## src/rtl/core/rotation_matrix_to_quaternion_q12_core_assert.svh

```systemverilog
// assertion macros for the matrix to quaternion core
// sampled on clk; the first form is gated by reset, the second is not
`ifndef ROTATION_MATRIX_TO_QUATERNION_Q12_CORE_ASSERT_SVH
`define ROTATION_MATRIX_TO_QUATERNION_Q12_CORE_ASSERT_SVH

// property checked outside reset
`define RMQ_ASSERT(lbl, prop, msg) \
  lbl: assert property (@(posedge clk) disable iff (!rst_n) prop) else $error(msg);

// property checked at every edge, reset included
`define RMQ_ASSERT_ALWAYS(lbl, prop, msg) \
  lbl: assert property (@(posedge clk) prop) else $error(msg);

`endif

```

## src/rtl/core/rmq_pkg.sv

```systemverilog
// ----------------------------------------------------------------------------
// rmq_pkg
// Shared widths, codes and item types of the matrix to quaternion core.
// ----------------------------------------------------------------------------
package rmq_pkg;

  // default fraction bits of the fixed-point format
  localparam int FRAC_BITS_DEF = 12;
  // matrix entry, difference, radicand and result widths
  localparam int M_W   = 14;
  localparam int D_W   = 15;
  localparam int RAD_W = 18;
  localparam int OUT_W = 16;
  // depth of the queue between classifier and datapath
  localparam int QUEUE_DEPTH = 4;

  // output component that takes the halved square root
  typedef enum logic [1:0] {
    SLOT_W = 2'd0,
    SLOT_X = 2'd1,
    SLOT_Y = 2'd2,
    SLOT_Z = 2'd3
  } slot_t;

  // payload carried alongside the square root and reciprocal
  typedef struct packed {
    logic                  degen;
    slot_t                 slot;
    logic [3:0][D_W-1:0]   d;
  } sq_pay_t;

  // classified word handed from front to back
  typedef struct packed {
    logic [RAD_W-1:0] rad;
    sq_pay_t          pay;
  } front_item_t;

endpackage

```

## src/rtl/core/rmq_queue.sv

```systemverilog
// ----------------------------------------------------------------------------
// rmq_queue
// Small register queue of classified words between front and back.
// ----------------------------------------------------------------------------
module rmq_queue #(
  parameter int DEPTH = rmq_pkg::QUEUE_DEPTH
) (
  input  logic                 clk,
  input  logic                 rst_n,
  input  logic                 push,
  input  rmq_pkg::front_item_t wr_item,
  input  logic                 pop,
  output logic                 empty,
  output logic                 full,
  output rmq_pkg::front_item_t rd_item
);
  import rmq_pkg::*;

  localparam int PTR_W = (DEPTH > 1) ? $clog2(DEPTH) : 1;
  localparam int CNT_W = $clog2(DEPTH + 1);

  front_item_t        mem_r [DEPTH];
  logic [PTR_W-1:0]   wr_ptr_r, rd_ptr_r;
  logic [CNT_W-1:0]   cnt_r;
  logic               do_pop;

  assign empty   = cnt_r == '0;
  assign full    = cnt_r == CNT_W'(DEPTH);
  assign do_pop  = pop && !empty;
  assign rd_item = mem_r[rd_ptr_r];

  // pointers and fill count
  always_ff @(posedge clk) begin
    if (!rst_n) begin
      wr_ptr_r <= '0;
      rd_ptr_r <= '0;
      cnt_r    <= '0;
    end else begin
      if (push) begin
        wr_ptr_r <= (wr_ptr_r == PTR_W'(DEPTH - 1)) ? '0 : wr_ptr_r + 1'b1;
      end
      if (do_pop) begin
        rd_ptr_r <= (rd_ptr_r == PTR_W'(DEPTH - 1)) ? '0 : rd_ptr_r + 1'b1;
      end
      if (push && !do_pop) begin
        cnt_r <= cnt_r + 1'b1;
      end else if (do_pop && !push) begin
        cnt_r <= cnt_r - 1'b1;
      end
    end
  end

  // storage
  always_ff @(posedge clk) begin
    if (push) begin
      mem_r[wr_ptr_r] <= wr_item;
    end
  end

endmodule

```

## config.mk

```make
export PLATFORM = sky130hd
export DESIGN_NAME = rmq_queue
export DESIGN_NICKNAME = d
export VERILOG_FILES = /design/src/rtl/core/rotation_matrix_to_quaternion_q12_core_assert.svh /design/src/rtl/core/rmq_pkg.sv /design/src/rtl/core/rmq_queue.sv
export SDC_FILE = /design/constraint.sdc
export NUM_CORES = 1
export LEC_CHECK = 0
export BUFFER_PORTS_ARGS = -buffer_cell sky130_fd_sc_hd__buf_2
export CAP_MARGIN = 20
export CORE_MARGIN = 2
export CORE_UTILIZATION = 25
export DETAILED_ROUTE_END_ITERATION = 7
export PLACE_DENSITY_LB_ADDON = 0.25
export SLEW_MARGIN = 5
export SYNTH_ARGS = -nofsm -noshare
export SYNTH_HDL_FRONTEND = slang
export SYNTH_SLANG_ARGS = --single-unit
```

## constraint.sdc

```tcl
create_clock -name clk -period 3.39 [get_ports clk]
set_input_delay 1.017 -clock clk [delete_from_list [all_inputs] [get_ports clk]]
set_output_delay 1.017 -clock clk [all_outputs]
set_load 0.005 [all_outputs]
```

==> metrics.md <==
| Metric | Value |
|---|---|
| Register area share after synthesis | `0.810` |
| First-pass GRT wire length | `38000 um` |
| Primary FF master, synth | `edfxtp_1` |
| Logic pwr share | `0.174` |
| Synthesis-to-finish area growth | `24.8%` |
| Worst flop-to-flop path startpoint | `cnt_r[0]$_SDFFE_PN0P_` |
| Post_cts resized | `0` |
| Outcome | `completed` |
| Final hold vios | `0` |
| WHS | `535 ps` |
| Crit. End Element | `primary output` |
| Wire length per cell | `19.5 um` |
| Syn avg cell area | `26.1 sq um` |
| # IOs | `168` |
| Clk pwr share | `0.383` |
| Fin area | `15300 sq um` |
| Post-Route Setup TNS | `0 ps` |
| Synth warn | `0` |
| Final #Nets | `772` |
| Initial antenna violation count | `3` |
| Top routing layer used | `met5` |
| H-tree Lvls | `2` |
| WL met3 | `1540 um` |
| Post-synth EDFFs | `324` |
| RSZ-0062 raised after global routing | `no` |
| Arrival time worst endpoint | `2160 ps` |
| Sequential fraction of design power | `0.443` |
| CTS Buf Count | `40` |
| Global Route Usage Sum | `0.102` |
| CP Class | `flop to primary output` |
| Largest net degree at the start of global routing | `42` |
| Clock sinks | `333` |
| Number of vias per cell | `4.16` |
| CTS max path bufs | `3` |
| Hold WC Path Type | `flop to flop` |
| Mapped Cells | `469` |
| Vias in the first global route | `5979` |
| Max rail drop VDD | `0.000358 V` |
| Starting Density | `0.251` |
| # setup viols final | `0` |
| Die H | `225 um` |
| Dpl cell area | `14000 sq um` |
| Root Driver | `clkbuf_16` |
| Die X | `225 um` |
| Mapped Area | `12200 sq um` |
| Total number of vias | `5534` |
| Internal | `8400 uW` |
| Area leader, netlist | `edfxtp_1` |
| Net switching power | `2610 uW` |
| DP HPWL | `15000 um` |
| Most instantiated cells after synthesis | `edfxtp_1, mux4_2, dfxtp_1` |
| #FFs+latches synth | `333` |
| DRT Wirelength | `25900 um` |
| Least-Margin Pin Slew | `606 ps` |
| Hold_sp | `cnt_r[2]$_SDFFE_PN0P_` |
| Wl on met1 | `11500 um` |
| Asr flop ratio synth | `0` |
| DRT Pass-1 Iters | `6` |
| Full die area | `50700 sq um` |
| FP Rows | `81` |
| Data required, critical path | `2370 ps` |
| Power Density | `722 nW/um^2` |
| Met2 wire len | `12200 um` |
| GRT overflow | `0` |
| Core area | `48600 sq um` |
| CTS clk-pin slew, worst paths | `60 ps` |
| DR iter-0 viols | `336` |
| Normalized max-slew margin | `0.593` |
| Share of cells above drive strength 1 | `0.465` |
| Hold buffer count at CTS | `0` |
| N_diodes | `0` |
| Synth top area cells | `edfxtp_1, mux4_2, dfxtp_1` |
| Sw Ratio | `0.237` |
| TritonCTS clock tree | `yes` |
| DR DRC count | `0` |
| Fin. max-slew vios | `0` |
| Worst skew pair latency | `530 ps` |
| CP max FO | `19` |
| Tmin final | `3170 ps` |
| Remaining antenna violation count | `0` |
| Netlist cell types | `24` |
| Max Clk Rate | `315 MHz` |
| Setup Skew | `8.15 ps` |
| Most frequent cell after synthesis | `edfxtp_1` |
| Startpoint type of the worst setup path | `flop` |
| Max-Cap Viols | `0` |
| Post-synth top area share | `0.796` |
| Syn Nets | `561` |
| Period utilisation layout | `0.936` |
| Port bufs | `167` |
| Final Wtd Congestion | `0.660` |
| Postcts setup bufs | `0` |
| Leak pwr | `0.00505 uW` |
[per-stage QoR]
| step | instances | util | total power (uW) | setup WS, ps |
|---|---|---|---|---|
| CTS | 1330 | 0.314 | 11300 | 80.8 |
| global placement | 1260 | 0.287 | 6960 | 692 |
| finish | 1330 | 0.314 | 11000 | 216 |
| floorplan | 469 | - | 6190 | 39.5 |
| global route | 1330 | 0.314 | 11500 | 58.6 |
| detailed placement | 1260 | 0.287 | 6970 | 681 |
[flip-flops by register name (all words and copies together) (netlist names), named ones only]
register	flops
cnt_r	3
mem_r	324
rd_ptr_r	2
wr_ptr_r	2
[final timing paths]
path | end | slack, ps | cells past startpoint
min reg2reg | cnt_r[2]$_SDFFE_PN0P_ | 540 | 2
max reg2reg | cnt_r[2]$_SDFFE_PN0P_ | 1020 | 7
min | cnt_r[2]$_SDFFE_PN0P_ | 540 | 2
max | rd_item[75] | 220 | 3
[final cells by class]
cell class              count  area (sq um)
clock buffers              48          1050
clock inverters            22           244
fillers                  4680         33400
inverters                   3          11.3
multi-input cells         115          2100
flip-flops and latches    333          9920
well taps                 622           778
repair buffers            187          1160
[critical path, cell delays in order (launching register included)]
cell and delay [ps]:
dfxtp_4 640, buf_4 300, mux4_2 530, buf_2 140
[power groups by stage]
| stage | Combinational (uW) | Sequential (uW) | Clock, uW |
|---|---|---|---|
| 2_1_floorplan | 1320 | 4880 | 0 |
| 3_3_place_gp | 1990 | 4970 | 0 |
| 3_5_place_dp | 1990 | 4980 | 0 |
| 4_1_cts | 2000 | 4890 | 4390 |
| 5_1_grt | 2090 | 4910 | 4540 |
| 6_report | 1920 | 4880 | 4220 |
[metal layers]
| layer | track usage | up-vias |
|---|---|---|
| met5 | 0 | - |
| met4 | 0.0320 | 4 |
| met3 | 0.0342 | 47 |
| met2 | 0.162 | 141 |
| met1 | 0.133 | 2895 |
| li1 | - | 2447 |
[cells by family after synthesis]
kind of cell | count (synthesis) | synth area share
DFF | 333 | 0.810
buffers and inverters | 21 | 0.0185
AOI/OAI and AO/OA | 5 | 0.00246
xor gates and xnor gates | 2 | 0.00143
and+or+nand+nor | 17 | 0.00768
adders and majority gates | 7 | 0.00778
muxes | 84 | 0.152
[cell usage in the layout (no fill, tap or decap), types with 2 or more instances in the layout]
master	instances
edfxtp_1	324
buf_2	167
mux4_2	81
clkbuf_16	41
buf_12	14
clkinv_1	8
clkbuf_1	7
dfxtp_1	7
ha_1	6
buf_4	6
bufinv_16	5
and2_4	4
clkinv_2	4
inv_1	3
mux2i_1	3
nor2b_1	3
o21ai_0	3
nor2_1	2
nand2_1	2
nand3_1	2
dfxtp_4	2
clkinvlp_4	2
(Power assumes the default switching activity.)
