--- config.mk ---
export PLATFORM = sky130hd
export DESIGN_NAME = rmq_front_flat
export DESIGN_NICKNAME = d
export VERILOG_FILES = /design/src/rtl/core/rotation_matrix_to_quaternion_q12_core_assert.svh /design/src/rtl/core/rmq_pkg.sv /design/src/rtl/core/rmq_if.sv /design/src/rtl/core/rmq_front.sv /design/src/flat_wrapper.sv
export SDC_FILE = /design/constraint.sdc
export NUM_CORES = 1
export LEC_CHECK = 0
export BUFFER_PORTS_ARGS = -buffer_cell sky130_fd_sc_hd__buf_2
export CAP_MARGIN = 20
export CORE_ASPECT_RATIO = 0.5
export CORE_MARGIN = 1
export CORE_UTILIZATION = 60
export CTS_BUF_LIST = sky130_fd_sc_hd__clkbuf_8
export CTS_CLUSTER_DIAMETER = 120
export CTS_CLUSTER_SIZE = 10
export DETAILED_ROUTE_END_ITERATION = 8
export PLACE_DENSITY_LB_ADDON = 0.05
export SYNTH_ARGS = -nofsm -noshare
export SYNTH_HDL_FRONTEND = slang
export SYNTH_SLANG_ARGS = --single-unit
--- constraint.sdc ---
create_clock -name clk -period 17.6 [get_ports clk]
set_input_delay 2.64 -clock clk [delete_from_list [all_inputs] [get_ports clk]]
set_output_delay 2.64 -clock clk [all_outputs]
set_load 0.05 [all_outputs]
--- src/rtl/core/rotation_matrix_to_quaternion_q12_core_assert.svh ---
// assertion macros for the matrix to quaternion core
// sampled on clk; the first form is gated by reset, the second is not
`ifndef ROTATION_MATRIX_TO_QUATERNION_Q12_CORE_ASSERT_SVH
`define ROTATION_MATRIX_TO_QUATERNION_Q12_CORE_ASSERT_SVH

// property checked outside reset
`define RMQ_ASSERT(lbl, prop, msg) \
  lbl: assert property (@(posedge clk) disable iff (!rst_n) prop) else $error(msg);

// property checked at every edge, reset included
`define RMQ_ASSERT_ALWAYS(lbl, prop, msg) \
  lbl: assert property (@(posedge clk) prop) else $error(msg);

`endif

--- src/rtl/core/rmq_pkg.sv ---
// ----------------------------------------------------------------------------
// rmq_pkg
// Shared widths, codes and item types of the matrix to quaternion core.
// ----------------------------------------------------------------------------
package rmq_pkg;

  // default fraction bits of the fixed-point format
  localparam int FRAC_BITS_DEF = 12;
  // matrix entry, difference, radicand and result widths
  localparam int M_W   = 14;
  localparam int D_W   = 15;
  localparam int RAD_W = 18;
  localparam int OUT_W = 16;
  // depth of the queue between classifier and datapath
  localparam int QUEUE_DEPTH = 4;

  // output component that takes the halved square root
  typedef enum logic [1:0] {
    SLOT_W = 2'd0,
    SLOT_X = 2'd1,
    SLOT_Y = 2'd2,
    SLOT_Z = 2'd3
  } slot_t;

  // payload carried alongside the square root and reciprocal
  typedef struct packed {
    logic                  degen;
    slot_t                 slot;
    logic [3:0][D_W-1:0]   d;
  } sq_pay_t;

  // classified word handed from front to back
  typedef struct packed {
    logic [RAD_W-1:0] rad;
    sq_pay_t          pay;
  } front_item_t;

endpackage

--- src/rtl/core/rmq_if.sv ---
// ----------------------------------------------------------------------------
// rmq_in_if / rmq_out_if
// Valid/ready channels carrying a matrix word in and a quaternion word out.
// ----------------------------------------------------------------------------
interface rmq_in_if;
  import rmq_pkg::*;

  logic                  valid;
  logic                  ready;
  logic signed [M_W-1:0] m00;
  logic signed [M_W-1:0] m01;
  logic signed [M_W-1:0] m02;
  logic signed [M_W-1:0] m10;
  logic signed [M_W-1:0] m11;
  logic signed [M_W-1:0] m12;
  logic signed [M_W-1:0] m20;
  logic signed [M_W-1:0] m21;
  logic signed [M_W-1:0] m22;

  modport source (output valid, m00, m01, m02, m10, m11, m12, m20, m21, m22,
                  input ready);
  modport sink   (input valid, m00, m01, m02, m10, m11, m12, m20, m21, m22,
                  output ready);
endinterface


--- src/rtl/core/rmq_front.sv ---
// ----------------------------------------------------------------------------
// rmq_front
// Accepts a matrix word, picks the branch and axis, forms the radicand and
// the off-diagonal sums and differences, and pushes the result to the queue.
// ----------------------------------------------------------------------------
module rmq_front #(
  parameter int FRAC_BITS = rmq_pkg::FRAC_BITS_DEF
) (
  input  logic                clk,
  input  logic                rst_n,
  rmq_in_if.sink              in_ch,
  input  logic                q_full,
  output logic                q_push,
  output rmq_pkg::front_item_t q_item
);
  import rmq_pkg::*;

  localparam int E_W = 20;
  localparam logic signed [E_W-1:0] ONE = E_W'(1) << FRAC_BITS;

  logic signed [E_W-1:0] e00, e01, e02, e10, e11, e12, e20, e21, e22;
  logic signed [E_W-1:0] trace, mii, mjj, mkk, rad;
  logic                  pos;
  logic [1:0]            axis;
  front_item_t           item_nxt, item_r;
  logic                  v_r;
  logic                  accept;

  // sign-extend entries
  assign e00 = E_W'(in_ch.m00);
  assign e01 = E_W'(in_ch.m01);
  assign e02 = E_W'(in_ch.m02);
  assign e10 = E_W'(in_ch.m10);
  assign e11 = E_W'(in_ch.m11);
  assign e12 = E_W'(in_ch.m12);
  assign e20 = E_W'(in_ch.m20);
  assign e21 = E_W'(in_ch.m21);
  assign e22 = E_W'(in_ch.m22);

  // branch, axis and radicand
  always_comb begin
    trace = e00 + e11 + e22;
    pos   = trace > 0;
    axis  = 2'd0;
    if (e11 > e00) axis = 2'd1;
    case (axis)
      2'd1:    if (e22 > e11) axis = 2'd2;
      default: if (e22 > e00) axis = 2'd2;
    endcase
    case (axis)
      2'd1:    begin mii = e11; mjj = e22; mkk = e00; end
      2'd2:    begin mii = e22; mjj = e00; mkk = e11; end
      default: begin mii = e00; mjj = e11; mkk = e22; end
    endcase
    rad = pos ? trace + ONE : mii - mjj - mkk + ONE;
  end

  // sums and differences by output slot
  always_comb begin
    item_nxt.pay.degen = rad <= 0;
    item_nxt.rad       = item_nxt.pay.degen ? '0 : rad[RAD_W-1:0];
    item_nxt.pay.d     = '0;
    if (pos) begin
      item_nxt.pay.slot = SLOT_W;
      item_nxt.pay.d[1] = D_W'(e12 - e21);
      item_nxt.pay.d[2] = D_W'(e20 - e02);
      item_nxt.pay.d[3] = D_W'(e01 - e10);
    end else begin
      case (axis)
        2'd1: begin
          item_nxt.pay.slot = SLOT_Y;
          item_nxt.pay.d[0] = D_W'(e20 - e02);
          item_nxt.pay.d[3] = D_W'(e12 + e21);
          item_nxt.pay.d[1] = D_W'(e10 + e01);
        end
        2'd2: begin
          item_nxt.pay.slot = SLOT_Z;
          item_nxt.pay.d[0] = D_W'(e01 - e10);
          item_nxt.pay.d[1] = D_W'(e20 + e02);
          item_nxt.pay.d[2] = D_W'(e21 + e12);
        end
        default: begin
          item_nxt.pay.slot = SLOT_X;
          item_nxt.pay.d[0] = D_W'(e12 - e21);
          item_nxt.pay.d[2] = D_W'(e01 + e10);
          item_nxt.pay.d[3] = D_W'(e02 + e20);
        end
      endcase
    end
  end

  // holding register toward the queue
  assign q_push      = v_r && !q_full;
  assign in_ch.ready = !v_r || !q_full;
  assign accept      = in_ch.valid && in_ch.ready;
  assign q_item      = item_r;

  always_ff @(posedge clk) begin
    if (!rst_n) begin
      v_r <= 1'b0;
    end else if (accept) begin
      v_r <= 1'b1;
    end else if (q_push) begin
      v_r <= 1'b0;
    end
  end

  always_ff @(posedge clk) begin
    if (accept) begin
      item_r <= item_nxt;
    end
  end

endmodule

--- src/flat_wrapper.sv ---
// flat-port wrapper written by rule: the top's interface ports become plain ports
module rmq_front_flat import rmq_pkg::*;
#(
  parameter int FRAC_BITS = rmq_pkg::FRAC_BITS_DEF
)
  (clk, rst_n, q_full, q_push, q_item, in_ch_valid, in_ch_m00, in_ch_m01, in_ch_m02, in_ch_m10, in_ch_m11, in_ch_m12, in_ch_m20, in_ch_m21, in_ch_m22, in_ch_ready);
  rmq_in_if in_ch_i ();
  input  logic clk;
  input  logic rst_n;
  input  logic q_full;
  output logic q_push;
  output rmq_pkg::front_item_t q_item;
  input wire logic [$bits(in_ch_i.valid)-1:0] in_ch_valid;
  input wire logic [$bits(in_ch_i.m00)-1:0] in_ch_m00;
  input wire logic [$bits(in_ch_i.m01)-1:0] in_ch_m01;
  input wire logic [$bits(in_ch_i.m02)-1:0] in_ch_m02;
  input wire logic [$bits(in_ch_i.m10)-1:0] in_ch_m10;
  input wire logic [$bits(in_ch_i.m11)-1:0] in_ch_m11;
  input wire logic [$bits(in_ch_i.m12)-1:0] in_ch_m12;
  input wire logic [$bits(in_ch_i.m20)-1:0] in_ch_m20;
  input wire logic [$bits(in_ch_i.m21)-1:0] in_ch_m21;
  input wire logic [$bits(in_ch_i.m22)-1:0] in_ch_m22;
  output wire logic [$bits(in_ch_i.ready)-1:0] in_ch_ready;
  assign in_ch_i.valid = in_ch_valid;
  assign in_ch_i.m00 = in_ch_m00;
  assign in_ch_i.m01 = in_ch_m01;
  assign in_ch_i.m02 = in_ch_m02;
  assign in_ch_i.m10 = in_ch_m10;
  assign in_ch_i.m11 = in_ch_m11;
  assign in_ch_i.m12 = in_ch_m12;
  assign in_ch_i.m20 = in_ch_m20;
  assign in_ch_i.m21 = in_ch_m21;
  assign in_ch_i.m22 = in_ch_m22;
  assign in_ch_ready = in_ch_i.ready;
  rmq_front #(.FRAC_BITS(FRAC_BITS)) u_core (.clk(clk), .rst_n(rst_n), .in_ch(in_ch_i), .q_full(q_full), .q_push(q_push), .q_item(q_item));
endmodule
==> results.ini <==
[status]
outcome = completed

[min_path]
min_from = u_core.v_r
hold_path_depth = 2
hp-class = register to register
hold_path_end = u_core.v_r

[final_layout]
fin_cells = 1814
area_growth_pct = 11.27
fin_nets = 1885
drive_above_1_share_pct = 16.56

[setup_path]
startpoint_type = input pin
cpMaxStageDelayCell = o21a_2
r2r_end = u_core.q_item[6]
cpPeakStageDelay_ps = 960
required_ps = 17690
path_cells = buf_2 -> inv_1 -> ha_1 -> a21o_1 -> a21o_1 -> a221o_1 -> a21oi_1 -> mux2i_1 -> o21a_2 -> nand2_1 -> a21oi_1 -> a21oi_1 -> fa_1 -> ha_1 -> ha_1 -> a211oi_1 -> nor4_1 -> nor3_1 -> o21ai_1 -> o31ai_1 -> nor2_1 -> nor2_2 -> nor3_1
cp.arrival_ps = 9260
cp-end-kind = register
reg2reg_from = u_core.v_r
reg2reg_slack_ps = 15840
path_class = input pin to register
path_max_fanout = 50
r2r_cells = 3

[yosys]
async_flop_share_pct = 0
avgSynthCellArea_um2 = 8.404
ys_types = 74
synth_seq_cells = 82
synth_edf_count = 81
synthFlopType = edfxtp_1
seq_area_frac_synth_pct = 20.96
synth_area_um2 = 11700
synth_nets = 1729
syn_inst = 1392
ys_warn_count = 0

[detailed_routing]
routedWlPerCell_um = 18.62
first_iter_violations = 842
remaining_drc_errors = 0
ant_nets = 0
drtPass1Iterations = 5
vias = 11270
wirelength_mm = 33.78
vias_per_cell = 6.214

[timing]
period_needed_ps = 9171
max_slew_margin_pct = 25.55
fin_skew_ps = 14.10
rsz0062_at_grt = false
worst_pin_slew_ps = 1117
fin_crit_sh_pct = 52.11
tns_ps = 0
setup_viol = 0
drv_slew = 0
hold_viol_final = 0
fmax_ghz = 0.1090

[place]
dpl.hpwl_mm = 26.35
place.gp.congestion = 0.9737
io_buffer_count = 212
placed_cells = 1795

[clocking]
cts-root-buf = clkbuf_8
cts_sinks = 82
cts.hold.buffers_added = 0
cts_made_buffers = 9
htree_levels = 3
path_clk_slew_ps = 80
cts_resized = 0
tritoncts = yes
post-cts-setup-buffer-count = 0
clock_latency_ps = 380
cts_buffer_depth = 2

[die]
core_region_area_um2 = 18740
start_util_pct = 62.42
die_x_um = 199.5
die_h_um = 100.7
io_pins = 213
fp-row-count = 35
dieArea_um2 = 20090

[power_and_ir_drop]
powerDensity_nw_per_um2 = 123.9
cellLeakagePower_uw = 0.005887
irDropWorstVdd_mv = 0.07732

[global_routing]
antenna_found_initial = 3
grt_max_degree = 94
grt_overflow = 0
grt_pass1_vias = 10720
track_usage_pct = 33.69
grt_pass1_wl_mm = 53.00

[run]
drv_cap = 0

## synth_stat cells (4+ instances only)
| library cell | n | share of area, % |
|---|---|---|
| buf_2 | 20 | 0.86 |
| a31oi_1 | 11 | 0.59 |
| o41ai_1 | 9 | 0.67 |
| ha_1 | 171 | 18 |
| and3_1 | 12 | 0.64 |
| o22ai_1 | 6 | 0.32 |
| nand4_1 | 7 | 0.37 |
| a221oi_1 | 23 | 1.7 |
| nor2_1 | 131 | 4.2 |
| nand2b_1 | 16 | 0.86 |
| o221a_2 | 5 | 0.48 |
| nor3_1 | 32 | 1.4 |
| a211o_1 | 4 | 0.30 |
| a211oi_1 | 12 | 0.77 |
| o21a_1 | 54 | 3.5 |
| a221o_1 | 5 | 0.43 |
| o41a_1 | 4 | 0.38 |
| a2bb2oi_1 | 4 | 0.30 |
| or3_1 | 8 | 0.43 |
| inv_1 | 123 | 3.9 |
| and2_1 | 6 | 0.32 |
| nor2b_1 | 28 | 1.5 |
| a21oi_1 | 122 | 5.2 |
| fa_1 | 36 | 6.2 |
| a21o_1 | 25 | 1.6 |
| or2_2 | 5 | 0.27 |
| nand2_1 | 104 | 3.3 |
| o21ai_0 | 41 | 1.8 |
| buf_1 | 4 | 0.13 |
| xor2_1 | 18 | 1.3 |
| nand3_1 | 16 | 0.68 |
| xnor2_1 | 69 | 5.2 |
| o21bai_1 | 8 | 0.51 |
| edfxtp_1 | 81 | 21 |
| a22oi_1 | 17 | 1.1 |
| o31a_1 | 4 | 0.30 |
| nor4_1 | 6 | 0.32 |
| o221ai_1 | 49 | 3.7 |
| clkbuf_1 | 47 | 1.5 |
## worst max path at each step
| stage | from | endpoint | slack [ps] |
|---|---|---|---|
| final | in_ch_m11[3] | u_core.q_item[67] | 8430 |
| after global routing | in_ch_m11[3] | u_core.q_item[67] | 7950 |
| after CTS | in_ch_m11[3] | u_core.q_item[67] | 8560 |
| after detailed placement | in_ch_m11[3] | u_core.q_item[67] | 8170 |
| after global placement | in_ch_m11[3] | u_core.q_item[67] | 8330 |
| after floorplan | in_ch_m11[3] | u_core.q_item[62] | 9480 |
## power breakdown
part / switching (µW) / internal [µW] / total [µW]
sequential: 12.1 / 297 / 309
combinational: 773 / 407 / 1180
clock: 74.6 / 49.6 / 124
total: 860 / 754 / 1610
## registers in the layout, indices dropped and copies added (netlist names)
register	cells
u_core.q_item	81
u_core.v_r	1
## routing by layer
metal | part of all wire, % | routed length (µm) | vias to the layer above | track usage [%]
li1 | - | - | 5377 | -
met1 | 42 | 14130 | 5328 | 42.63
met2 | 48 | 16100 | 493 | 59.26
met3 | 8.0 | 2707 | 75 | 5.186
met4 | 2.5 | 835 | 0 | 10.75
met5 | 0 | 0 | - | 0
## per-stage QoR
step                      hold WS [ps]  setup slack (ps)  utilization (%)  area (µm²)  total power, µW
after CTS                        534.7              8564            69.31       12990             1603
after global routing             591.1              7952            69.45       13020             1733
after detailed placement         522.2              8171            68.46       12830             1473
after global placement           507.0              8325            68.46       12830             1455
final                            534.9              8429            69.45       13020             1613
after floorplan                  486.5              9485                -       11700             1209
## logic make-up after synthesis
family | after synthesis | share of synthesized area, %
adders and majority gates | 207 | 24.45
and+or+nand+nor | 382 | 15.13
other | 1 | 0.03205
muxes | 4 | 0.3529
AOI/OAI and AO/OA | 433 | 25.96
buffers and inverters | 196 | 6.599
xor gates and xnor gates | 87 | 6.513
DFF | 82 | 20.96
## worst max-delay path: cells and delay by family
family	cells	cell delay, ps
multiplexers	1	400
AO/OA/AOI/OAI	10	3040
AND/OR/NAND/NOR	6	1450
buffers and inverters	2	210
adder cells (fa/ha/maj)	4	1510
## layout make-up
type,count,area [µm²]
Clock inverter,6,33.78
Fill cell,1596,5725
Antenna cell,3,7.507
Multi-Input combinational cell,1114,8496
Tap cell,259,324.1
Timing Repair Buffer,218,1119
Inverter,123,461.7
Clock buffer,9,123.9
Sequential cell,82,2452
## layout by cell type (no fill, tap or decap), types with 4 or more instances in the layout
cell type	Yosys	final
a2bb2oi_1	4	4
fa_1	36	36
buf_2	20	212
xnor2_1	69	69
a221o_1	5	5
o41a_1	4	4
a21oi_1	122	122
and3_1	12	12
a211o_1	4	4
inv_1	123	123
a22oi_1	17	17
a31oi_1	11	11
ha_1	171	171
clkbuf_8	0	9
or3_1	8	8
a221oi_1	23	23
nor4_1	6	6
nand2_1	104	104
nor3_1	32	32
nand2b_1	16	16
a211oi_1	12	12
a21o_1	25	25
o221a_2	5	5
edfxtp_1	81	81
nor2b_1	28	28
o41ai_1	9	9
o21a_1	54	53
o21bai_1	8	8
o221ai_1	49	49
nand3_1	16	16
buf_4	1	5
xor2_1	18	18
o22ai_1	6	6
and2_1	6	5
or2_2	5	5
nand4_1	7	7
o21ai_0	41	41
nor2_1	131	130
Note: power is estimated with default switching activity, not from simulation.
